--- src/design/assert_macros.svh ---
// Assertion macros shared by the execution unit RTL.
`ifndef ASSERT_MACROS_SVH
`define ASSERT_MACROS_SVH

// Property checked every clock outside reset.
`define ASSERT_ALWAYS(lbl, clk, rst_n, prop, msg) \
    lbl: assert property (@(posedge clk) disable iff (!rst_n) (prop)) else $error(msg);

// Same-cycle implication.
`define ASSERT_IMPL(lbl, clk, rst_n, ante, cons, msg) \
    lbl: assert property (@(posedge clk) disable iff (!rst_n) (ante) |-> (cons)) else $error(msg);

// Next-cycle implication.
`define ASSERT_NEXT(lbl, clk, rst_n, ante, cons, msg) \
    lbl: assert property (@(posedge clk) disable iff (!rst_n) (ante) |=> (cons)) else $error(msg);

`endif

--- src/design/tsap_pkg.sv ---
// Package: types, codes and sizes of the two-stage execution unit.
`default_nettype none
package tsap_pkg;
    localparam int LANES = 4;
    localparam int IDX_W = (LANES > 1) ? $clog2(LANES) : 1;
    localparam int CNT_W = $clog2(LANES + 1);

    localparam logic [1:0] REQ_PUSH    = 2'd0;
    localparam logic [1:0] REQ_ADVANCE = 2'd1;
    localparam logic [1:0] REQ_FLUSH   = 2'd2;

    localparam logic [2:0] OP_ADD  = 3'd0;
    localparam logic [2:0] OP_SUB  = 3'd1;
    localparam logic [2:0] OP_MULU = 3'd2;
    localparam logic [2:0] OP_DIVU = 3'd3;
    localparam logic [2:0] OP_REMU = 3'd4;

    localparam logic KIND_ACK    = 1'b0;
    localparam logic KIND_RESULT = 1'b1;

    typedef struct packed {
        logic [1:0]  req_type;
        logic [2:0]  opcode;
        logic [63:0] operand_a;
        logic [63:0] operand_b;
        logic [5:0]  dest_reg;
        logic [31:0] instr_pc;
    } t_in_item;

    typedef struct packed {
        logic        result_kind;
        logic        push_accepted;
        logic [5:0]  result_dest;
        logic [63:0] result_value;
        logic        divide_fault;
        logic [31:0] result_pc;
        logic        last_result;
    } t_out_item;

    typedef struct packed {
        logic [2:0]  opcode;
        logic [63:0] op_a;
        logic [63:0] op_b;
        logic [5:0]  dest;
        logic [31:0] pc;
    } t_slot;

    typedef struct packed {
        logic push;
        logic flush;
        logic move;
        logic load_ack;
        logic load_res;
        logic start;
        logic idx_clr;
        logic idx_inc;
    } t_cmd;

    typedef struct packed {
        logic s2_empty;
        logic slot_last;
        logic exec_busy;
    } t_sts;
endpackage
`default_nettype wire

--- src/design/tsap_exec.sv ---
// Multi-cycle 64-bit ALU: add, sub, shared 32x32 multiplier, radix-2 divider.
`default_nettype none
`include "assert_macros.svh"
module tsap_exec (
    input  wire logic        i_clk,
    input  wire logic        i_rst_n,
    input  wire logic        i_start,
    input  wire logic [2:0]  i_op,
    input  wire logic [63:0] i_a,
    input  wire logic [63:0] i_b,
    output logic             o_busy,
    output logic [63:0]      o_value,
    output logic             o_fault
);
    import tsap_pkg::*;

    logic        r_busy;
    logic [2:0]  r_op;
    logic [63:0] r_a, r_b, r_q, r_rem, r_val;
    logic [5:0]  r_cnt;
    logic        r_fault;

    logic [31:0] mul_x, mul_y;
    logic [63:0] mul_p;
    logic [64:0] rem_sh, diff;
    logic        take;
    logic [63:0] rem_nx, q_nx;

    always_comb begin
        mul_x  = (r_cnt == 6'd2) ? r_a[63:32] : r_a[31:0];
        mul_y  = (r_cnt == 6'd1) ? r_b[63:32] : r_b[31:0];
        mul_p  = 64'(mul_x) * 64'(mul_y);
        rem_sh = {r_rem, r_q[63]};
        diff   = rem_sh - {1'b0, r_b};
        take   = !diff[64];
        rem_nx = take ? diff[63:0] : rem_sh[63:0];
        q_nx   = {r_q[62:0], take};
    end

    always_ff @(posedge i_clk) begin
        if (!i_rst_n) begin
            r_busy <= 1'b0;
        end else if (i_start) begin
            r_busy  <= 1'b1;
            r_op    <= i_op;
            r_a     <= i_a;
            r_b     <= i_b;
            r_q     <= i_a;
            r_rem   <= '0;
            r_cnt   <= '0;
            r_val   <= '0;
            r_fault <= 1'b0;
        end else if (r_busy) begin
            unique case (r_op)
                OP_ADD: begin
                    r_val  <= r_a + r_b;
                    r_busy <= 1'b0;
                end
                OP_SUB: begin
                    r_val  <= r_a - r_b;
                    r_busy <= 1'b0;
                end
                OP_MULU: begin
                    if (r_cnt == 6'd0) begin
                        r_val <= mul_p;
                    end else begin
                        r_val <= r_val + {mul_p[31:0], 32'd0};
                    end
                    r_cnt <= r_cnt + 6'd1;
                    if (r_cnt == 6'd2) begin
                        r_busy <= 1'b0;
                    end
                end
                OP_DIVU, OP_REMU: begin
                    if (r_b == 64'd0) begin
                        r_val   <= '0;
                        r_fault <= 1'b1;
                        r_busy  <= 1'b0;
                    end else begin
                        r_rem <= rem_nx;
                        r_q   <= q_nx;
                        r_cnt <= r_cnt + 6'd1;
                        if (r_cnt == 6'd63) begin
                            r_val  <= (r_op == OP_DIVU) ? q_nx : rem_nx;
                            r_busy <= 1'b0;
                        end
                    end
                end
                default: begin
                    r_val  <= '0;
                    r_busy <= 1'b0;
                end
            endcase
        end
    end

    assign o_busy  = r_busy;
    assign o_value = r_val;
    assign o_fault = r_fault;

    `ASSERT_IMPL(a_mul_steps, i_clk, i_rst_n, r_busy && r_op == OP_MULU, r_cnt <= 6'd2, "multiply ran past three steps")
endmodule
`default_nettype wire

--- src/design/tsap_datapath.sv ---
// Datapath: stage slot storage, slot selection, result register.
`default_nettype none
`include "assert_macros.svh"
module tsap_datapath (
    input  wire logic               i_clk,
    input  wire logic               i_rst_n,
    input  wire tsap_pkg::t_in_item i_item,
    input  wire tsap_pkg::t_cmd     i_cmd,
    output tsap_pkg::t_sts          o_sts,
    output tsap_pkg::t_out_item     o_out
);
    import tsap_pkg::*;

    t_slot            r_s1 [LANES];
    t_slot            r_s2 [LANES];
    logic [CNT_W-1:0] r_s1cnt, r_s2cnt;
    logic [IDX_W-1:0] r_idx;
    t_out_item        r_out;
    t_slot            cur;
    logic             s1_full;
    logic             exec_busy, exec_fault;
    logic [63:0]      exec_val;

    assign cur     = r_s2[r_idx];
    assign s1_full = (r_s1cnt == CNT_W'(LANES));

    tsap_exec u_exec (
        .i_clk   (i_clk),
        .i_rst_n (i_rst_n),
        .i_start (i_cmd.start),
        .i_op    (cur.opcode),
        .i_a     (cur.op_a),
        .i_b     (cur.op_b),
        .o_busy  (exec_busy),
        .o_value (exec_val),
        .o_fault (exec_fault)
    );

    always_ff @(posedge i_clk) begin
        if (!i_rst_n) begin
            r_s1cnt <= '0;
            r_s2cnt <= '0;
            r_idx   <= '0;
        end else begin
            if (i_cmd.flush) begin
                r_s1cnt <= '0;
                r_s2cnt <= '0;
            end else if (i_cmd.move) begin
                r_s2cnt <= r_s1cnt;
                r_s1cnt <= '0;
                for (int k = 0; k < LANES; k++) begin
                    r_s2[k] <= r_s1[k];
                end
            end else if (i_cmd.push && !s1_full) begin
                r_s1[r_s1cnt[IDX_W-1:0]] <= '{opcode: i_item.opcode, op_a: i_item.operand_a,
                                              op_b: i_item.operand_b, dest: i_item.dest_reg,
                                              pc: i_item.instr_pc};
                r_s1cnt <= r_s1cnt + CNT_W'(1);
            end
            if (i_cmd.idx_clr) begin
                r_idx <= '0;
            end else if (i_cmd.idx_inc) begin
                r_idx <= r_idx + IDX_W'(1);
            end
        end
    end

    always_ff @(posedge i_clk) begin
        if (i_cmd.load_ack) begin
            r_out <= '{result_kind: KIND_ACK, push_accepted: !s1_full, result_dest: '0,
                       result_value: '0, divide_fault: 1'b0, result_pc: '0,
                       last_result: 1'b1};
        end else if (i_cmd.load_res) begin
            r_out <= '{result_kind: KIND_RESULT, push_accepted: 1'b0, result_dest: cur.dest,
                       result_value: exec_val, divide_fault: exec_fault, result_pc: cur.pc,
                       last_result: o_sts.slot_last};
        end
    end

    assign o_sts = '{s2_empty:  (r_s2cnt == '0),
                     slot_last: ((CNT_W'(r_idx) + CNT_W'(1)) == r_s2cnt),
                     exec_busy: exec_busy};
    assign o_out = r_out;

    `ASSERT_ALWAYS(a_s1cnt_range, i_clk, i_rst_n, r_s1cnt <= CNT_W'(LANES), "stage one count overflow")
endmodule
`default_nettype wire

--- src/design/tsap_ctrl.sv ---
// Controller: request decode, slot sequencing, output valid.
`default_nettype none
`include "assert_macros.svh"
module tsap_ctrl (
    input  wire logic           i_clk,
    input  wire logic           i_rst_n,
    input  wire logic           i_in_valid,
    input  wire logic [1:0]     i_req,
    output logic                o_in_stall,
    output logic                o_out_valid,
    input  wire logic           i_out_stall,
    input  wire tsap_pkg::t_sts i_sts,
    output tsap_pkg::t_cmd      o_cmd
);
    import tsap_pkg::*;

    typedef enum logic [1:0] {S_IDLE, S_START, S_RUN} t_state;

    t_state r_state, n_state;
    logic   r_out_valid, n_out_valid;
    logic   out_free, in_fire;

    assign out_free   = !r_out_valid || !i_out_stall;
    assign o_in_stall = !(r_state == S_IDLE && out_free);
    assign in_fire    = i_in_valid && !o_in_stall;

    always_comb begin
        o_cmd   = '0;
        n_state = r_state;
        unique case (r_state)
            S_IDLE: begin
                if (in_fire) begin
                    unique case (i_req)
                        REQ_PUSH: begin
                            o_cmd.push     = 1'b1;
                            o_cmd.load_ack = 1'b1;
                        end
                        REQ_ADVANCE: begin
                            if (i_sts.s2_empty) begin
                                o_cmd.move = 1'b1;
                            end else begin
                                o_cmd.idx_clr = 1'b1;
                                n_state       = S_START;
                            end
                        end
                        REQ_FLUSH: o_cmd.flush = 1'b1;
                        default: ;
                    endcase
                end
            end
            S_START: begin
                o_cmd.start = 1'b1;
                n_state     = S_RUN;
            end
            S_RUN: begin
                if (!i_sts.exec_busy && out_free) begin
                    o_cmd.load_res = 1'b1;
                    if (i_sts.slot_last) begin
                        o_cmd.move = 1'b1;
                        n_state    = S_IDLE;
                    end else begin
                        o_cmd.idx_inc = 1'b1;
                        n_state       = S_START;
                    end
                end
            end
            default: n_state = S_IDLE;
        endcase
        if (o_cmd.load_ack || o_cmd.load_res) begin
            n_out_valid = 1'b1;
        end else if (!i_out_stall) begin
            n_out_valid = 1'b0;
        end else begin
            n_out_valid = r_out_valid;
        end
    end

    always_ff @(posedge i_clk) begin
        if (!i_rst_n) begin
            r_state     <= S_IDLE;
            r_out_valid <= 1'b0;
        end else begin
            r_state     <= n_state;
            r_out_valid <= n_out_valid;
        end
    end

    assign o_out_valid = r_out_valid;

    `ASSERT_IMPL(a_no_overwrite, i_clk, i_rst_n, o_cmd.load_ack || o_cmd.load_res, !r_out_valid || !i_out_stall, "result register overwritten while held")
    `ASSERT_NEXT(a_start_run, i_clk, i_rst_n, r_state == S_START, r_state == S_RUN && i_sts.exec_busy, "execution did not start")
endmodule
`default_nettype wire

--- src/design/two_stage_alu_pipeline_core.sv ---
// Top level of the two-stage integer execution unit.
// Push: acknowledgement registered on acceptance; flush empties both stages.
// Advance: if stage two is empty, moves stage one there; else runs its slots in turn
// (multiply: three 32x32 steps on one multiplier; divide/remainder: 64 radix-2 steps).
// One transaction is worked at a time; input is stalled until its results are loaded.
// Synchronous active-low reset empties both stages and clears the output valid.
`default_nettype none
module two_stage_alu_pipeline_core (
    input  wire logic                i_clk,
    input  wire logic                i_rst_n,
    input  wire logic                i_in_valid,
    output logic                     o_in_stall,
    input  wire tsap_pkg::t_in_item  i_in_item,
    output logic                     o_out_valid,
    input  wire logic                i_out_stall,
    output tsap_pkg::t_out_item      o_out_item
);
    import tsap_pkg::*;

    t_cmd cmd;
    t_sts sts;

    tsap_ctrl u_ctrl (
        .i_clk       (i_clk),
        .i_rst_n     (i_rst_n),
        .i_in_valid  (i_in_valid),
        .i_req       (i_in_item.req_type),
        .o_in_stall  (o_in_stall),
        .o_out_valid (o_out_valid),
        .i_out_stall (i_out_stall),
        .i_sts       (sts),
        .o_cmd       (cmd)
    );

    tsap_datapath u_dp (
        .i_clk   (i_clk),
        .i_rst_n (i_rst_n),
        .i_item  (i_in_item),
        .i_cmd   (cmd),
        .o_sts   (sts),
        .o_out   (o_out_item)
    );
endmodule
`default_nettype wire
--- config.mk ---
export PLATFORM = sky130hd
export DESIGN_NAME = two_stage_alu_pipeline_core
export DESIGN_NICKNAME = d
export VERILOG_FILES = /design/src/design/tsap_pkg.sv /design/src/design/tsap_exec.sv /design/src/design/tsap_datapath.sv /design/src/design/tsap_ctrl.sv /design/src/design/two_stage_alu_pipeline_core.sv
export VERILOG_INCLUDE_DIRS = /design/src /design/src/design
export SDC_FILE = /design/constraint.sdc
export NUM_CORES = 2
export LEC_CHECK = 0
export ABC_CLOCK_PERIOD_IN_PS = 39100
export BUFFER_PORTS_ARGS = -buffer_cell sky130_fd_sc_hd__buf_2
export CAP_MARGIN = 20
export CORE_MARGIN = 3
export CORE_UTILIZATION = 37
export DETAILED_ROUTE_END_ITERATION = 10
export GPL_TIMING_DRIVEN = 0
export PLACE_DENSITY_LB_ADDON = 0.08
export SKIP_CTS_REPAIR_TIMING = 1
export SLEW_MARGIN = 20
export SYNTH_ARGS = -nofsm -noshare
export SYNTH_HDL_FRONTEND = slang
export SYNTH_SLANG_ARGS = --single-unit
--- constraint.sdc ---
create_clock -name i_clk -period 39.1 [get_ports i_clk]
set_input_delay 7.82 -clock i_clk [delete_from_list [all_inputs] [get_ports i_clk]]
set_output_delay 7.82 -clock i_clk [all_outputs]
set_load 0.02 [all_outputs]
Word-level counts from Yosys, hierarchy flattened. Memory sizes are Yosys's and may differ from the RTL's. A register that Yosys moved wholly into a read port is not among the register bits. Index checks and enable logic that the tools add are counted.

Bitwise operators: 1. Add/sub/neg operators: 8. Reductions and logical operators: 33. Muxes and demuxes: 69. Multiply operators: 1. Equality and inequality tests: 21.

Operator list (count): $mux W64 (13); $pmux W64 S4 (1); $mux W105 (2); $add A64 B64 Y64 (2); $sub A65 B64 Y65 (1); $logic_not A64 Y1 (1); $mul A32 B32 Y64 (1); $mux W32 (2); $sub A64 B64 Y64 (1); $mux W1 (37); $reduce_and A4 Y1 (4); $mux W2 (7); $mux W6 (2); $pmux W6 S2 (1); $reduce_bool A2 Y1 (4); $add A6 B1 Y6 const B (1); $eq A3 B2 Y1 const B (2); $eq A3 B3 Y1 const B (2); $eq A6 B1 Y1 const B (1); $eq A6 B2 Y1 const B (1); $eq A6 B6 Y1 const B (1); $logic_not A1 Y1 (6); $logic_not A3 Y1 (2); $logic_not A6 Y1 (1); other kinds (23) (37).

Memories kept: 2. Bits in writable memories: 1352. Logic and storage cells: 156. Output and inout port bits: 108. Register bits after elaboration: 448.

Memories: u_dp.r_s1 (depth 4, width 169, rd ports 4, clocked after memory_dff 0, wr ports 1, RTL line tsap_datapath.sv:14) `t_slot r_s1 [LANES];`; u_dp.r_s2 (depth 4, width 169, rd ports 1, clocked after memory_dff 1, wr ports 4, RTL line tsap_datapath.sv:15) `t_slot r_s2 [LANES];`.

Logic depth before layout (Yosys ltp).
Depth in word-level cells: 12. Depth in mapped cells: 42.

By module. From an unflattened synthesis, not the netlist that was laid out.

Cell total of the unflattened synthesis: 8467. Area, all modules: 107121.5 um^2.

Modules (own cells, without submodules): tsap_exec (area an instance 57984.4 um^2, times used 1, cells each 6489); tsap_datapath (area an instance 48899.4 um^2, times used 1, cells each 1950); tsap_ctrl (area an instance 237.7 um^2, times used 1, cells each 28).

Least setup slack after synthesis. Ideal clock, no wire load.

Path type: input to register. From: input port i_out_stall. To: memory u_dp.r_s2[0][0] (netlist bit), enable pin. Buffers on the path: 0. Slack: 0.804 ns. Required time: 37.363 ns. Cell stages on the path: 5. Library setup time: 1.737 ns. Arrival time: 36.558 ns. Path through: a21oi_1 nand3b_1 nor2_1 a31oi_1 nor2_1.

RTL lines: start: declaration (RTL line two_stage_alu_pipeline_core.sv:15) `input wire logic i_out_stall,`; end: declaration (RTL line tsap_datapath.sv:15).

Worst setup path in the final report.
From: input port i_out_stall. To: output port o_in_stall.

Cells in the longest elaborated chain, start to end: 4.

Ends and longest elaborated chain: $logic_not A1 Y1 (RTL line tsap_ctrl.sv:23) `assign out_free = !r_out_valid || !i_out_stall;`; $logic_or A1 B1 Y1 (RTL line tsap_ctrl.sv:23); $logic_and A1 B1 Y1 (RTL line tsap_ctrl.sv:24) `assign o_in_stall = !(r_state == S_IDLE && out_free);`; $logic_not A1 Y1 (RTL line tsap_ctrl.sv:24); end: declaration (RTL line two_stage_alu_pipeline_core.sv:12) `output logic o_in_stall,`.

Every way passes these cells.

==> run metrics <==
outcome=finished, final reports clean; CTS tree=built; number of enable flip-flop cells after synthesis=1683; syn nets=10200; synthesized area per cell=12.2 µm²; Combinational Power Share=3.5%; Worst slew margin=16.4%; Detail Placement HPWL=330000 µm; f_max=0.0619 GHz; Post-Place Cells=12900; filler cell count=26900; startpoint types=input port; initial antenna violation count=56; Final min period=16.16 ns; Clock Sinks=1802; Final Util=42.5%; DR pass1 iterations=8; Post-DRT Antenna Nets=0; worst hold path class=register to register; Syn. warnings=0; largest net degree at the start of global routing=37; nets=10800; final worst-path cycle share=41.3%; worst reg2reg path endpoint=u_dp.u_exec.o_value[62]; Rows=196; RSZ-0062 raised after global routing=false; first-pass GRT wire length=563000 µm; crit path cell chain=buf_2 > nand2_1 > nand2_1 > buf_2; final hold violations=0; DIE WIDTH=543 µm; IO Count=283; Hold Path Origin=u_dp.r_s1[0][168]; gr ovfl total=0; GRT Overall Usage=27.1%; GP Congestion=1.02; Post-Layout Cell Count=13300; ys async rst share=0%; Sw Pwr=0.847 mW; register clock-pin slew on the reported worst setup and hold paths=0.06 ns; I/O Buffers=282; Setup Viol. Count Final=0; # DRC=0; routed len/inst=30.4 µm; total wire length=402000 µm; Max FO, Critical Path=3; Clock Power Share=44.4%; area of the multi-input gates=49000 µm²; final slew viol count=0; Pint=3.21 mW; power density over cell area=33.4 nW/µm²; CTS Buf Count=197; CP Class=input port to output pin; Critical Path Max Stage Delay=0.19 ns; Hold Path End=u_dp.r_s2[0][168]; post-synthesis sequential area ratio=49.5%; Vias per Instance=5.43; clock skew=0.109 ns; leakage power=47.3 nW; arrival time at the worst endpoint=8.34 ns; CP max-delay cell=buf_2; register area=52900 µm²; Die Area=295000 µm²; Initial Utilization=37.4%; Max-cap violations=0; reg-to-reg slack, setup=24.13 ns; library cells used by synthesis=95; Worst Path Required=31.28 ns; CTS Buffer Depth=4; die height=543 µm; clk_lat worst skew=0.90 ns; CTS root buf=clkbuf_16; DRT iter0 DRCs=6272; CP Capture Type=output pin; Peak VDD IR=0.0480 mV; switching share of power=20.9%; Yosys reg bits=1802; layout cells sized above 1=10.2%; setup TNS=0 ns; Area growth syn-to-layout=13.7%; total core area=286000 µm²; vias=71900; number of global-route vias before repair=73700; dominant synthesized flop cell=edfxtp_1; mapped cell area=107000 µm²; worst slew pin tran=1.25 ns; Worst Hold Depth=0; Sequential Power Share=52.1%; Worst Reg-to-Reg Cells=40; H-tree level count=4; r2r startpoint=u_dp.u_exec.r_cnt[0]; Syn Inst Count=8739
-- power groups by stage --
stage          Combinational, mW  Clock [mW]  Sequential, mW
2_1_floorplan             0.0719           0            2.17
3_3_place_gp               0.134           0            2.18
3_5_place_dp               0.141           0            2.15
4_1_cts                    0.142        1.86            2.11
5_1_grt                    0.153        1.93            2.11
6_report                   0.144        1.80            2.11
-- kinds of logic (layout without fill, tap and decap cells) --
kind of cell	after synthesis	count (layout)	synth area share [%]
muxes	314	314	4.96
other	0	26	0
xor gates and xnor gates	273	273	2.25
adders and majority gates	1330	1330	21.9
and+or+nand+nor	2416	2416	9.43
buffers and inverters	1391	2115	4.92
AOI/OAI and AO/OA	1213	1213	7.05
DFF	1802	1802	49.5
-- cell usage after synthesis, drive strengths merged, types with 71 or more instances --
cell,n,area share [%]
xor2,79,0.65
nand2,1391,4.9
clkbuf,350,1.2
dfxtp,119,2.2
mux4,169,3.6
nor2,613,2.2
mux2i,111,1.0
edfxtp,1683,47
a21oi,468,2.2
o21ai,238,1.1
xnor2,193,1.6
ha,431,5.0
fa,899,17
inv,991,3.5
nand4,71,0.42
a21o,121,0.85
-- final cells by class --
type	count	area share, %
sequential	1802	43.5
clock buffer	254	4.30
antenna	26	0.0535
timing repair buffer	374	2.80
tap	3762	3.87
buffer	399	1.29
clock inverter	96	0.802
inverter	992	3.06
multi-input combinational	5546	40.3
-- sequential cells by signal (all words and copies together), names as in the netlist, named ones only --
register,flops
u_dp.u_exec.r_q,64
u_dp.u_exec.o_value,64
u_dp.u_exec.r_a,64
u_dp.r_idx,2
u_dp.r_s2,676
u_dp.u_exec.o_fault,1
u_dp.u_exec.r_cnt,6
u_ctrl.o_out_valid,1
u_dp.o_out,106
u_dp.u_exec.o_busy,1
u_dp.u_exec.r_op,3
u_dp.u_exec.r_rem,64
u_dp.u_exec.r_b,64
u_dp.r_s1,676
u_dp.r_s1cnt,3
u_dp.r_s2cnt,3
u_ctrl.r_state,2
-- worst max-delay path by stage --
stage / start / to / cells past startpoint
after floorplan: i_out_stall / u_dp.r_s2[0][0] / 5
after global placement: i_out_stall / u_dp.r_s2[2][144] / 6
after detailed placement: i_out_stall / o_in_stall / 4
after CTS: i_out_stall / o_in_stall / 4
after global routing: i_out_stall / o_in_stall / 4
final: i_out_stall / o_in_stall / 4
-- critical path: cells and delay by family --
kind | cells | cell delay [ns]
and+or+nand+nor | 2 | 0.22
buffers and inverters | 2 | 0.31
-- per-layer routing --
metal  part of all wire, %  track usage [%]  up-vias
met5                 0.053                0        -
met4                   5.6             13.1       34
met3                   7.0             4.91      737
met2                    47             44.3     2752
met1                    40             34.9    37200
li1                      -                -    31200
-- through the flow --
step	cell area [µm²]	power (mW)	setup slack, ns	hold WS, ns
global route	122000	4.20	22.93	0.372
detailed placement	115000	2.29	22.96	0.405
global placement	113000	2.31	-11.44	0.400
finish	122000	4.06	22.94	0.358
CTS	122000	4.11	22.95	0.354
floorplan	107000	2.24	0.804	0.400
-- cells in the final DEF (no fill, tap or decap), types with 26 or more instances in the layout --
cell | netlist | layout
nor3_1 | 44 | 43
mux2i_1 | 111 | 84
buf_16 | 0 | 39
ha_1 | 431 | 431
a21o_1 | 121 | 121
a221oi_1 | 26 | 26
fa_1 | 899 | 899
clkbuf_1 | 350 | 382
xor2_1 | 79 | 79
edfxtp_1 | 1683 | 1683
dfxtp_1 | 119 | 119
diode_2 | 0 | 26
and3_1 | 31 | 31
mux2_2 | 34 | 34
xnor2_1 | 193 | 193
buf_2 | 13 | 302
a31oi_1 | 50 | 50
nand2_1 | 1390 | 1390
nand2b_1 | 36 | 36
o21a_1 | 30 | 30
nand4_1 | 71 | 71
mux4_2 | 169 | 169
nand3_1 | 55 | 55
o22ai_1 | 26 | 26
buf_12 | 0 | 37
o21bai_1 | 47 | 47
clkinv_1 | 1 | 39
o21ai_0 | 187 | 183
and2_1 | 44 | 41
nor2_1 | 612 | 603
nor2b_1 | 32 | 32
clkbuf_16 | 0 | 197
o211ai_1 | 26 | 26
a21oi_1 | 467 | 466
o21ai_1 | 51 | 48
inv_1 | 991 | 991
Power figures use the tool's default switching activity.
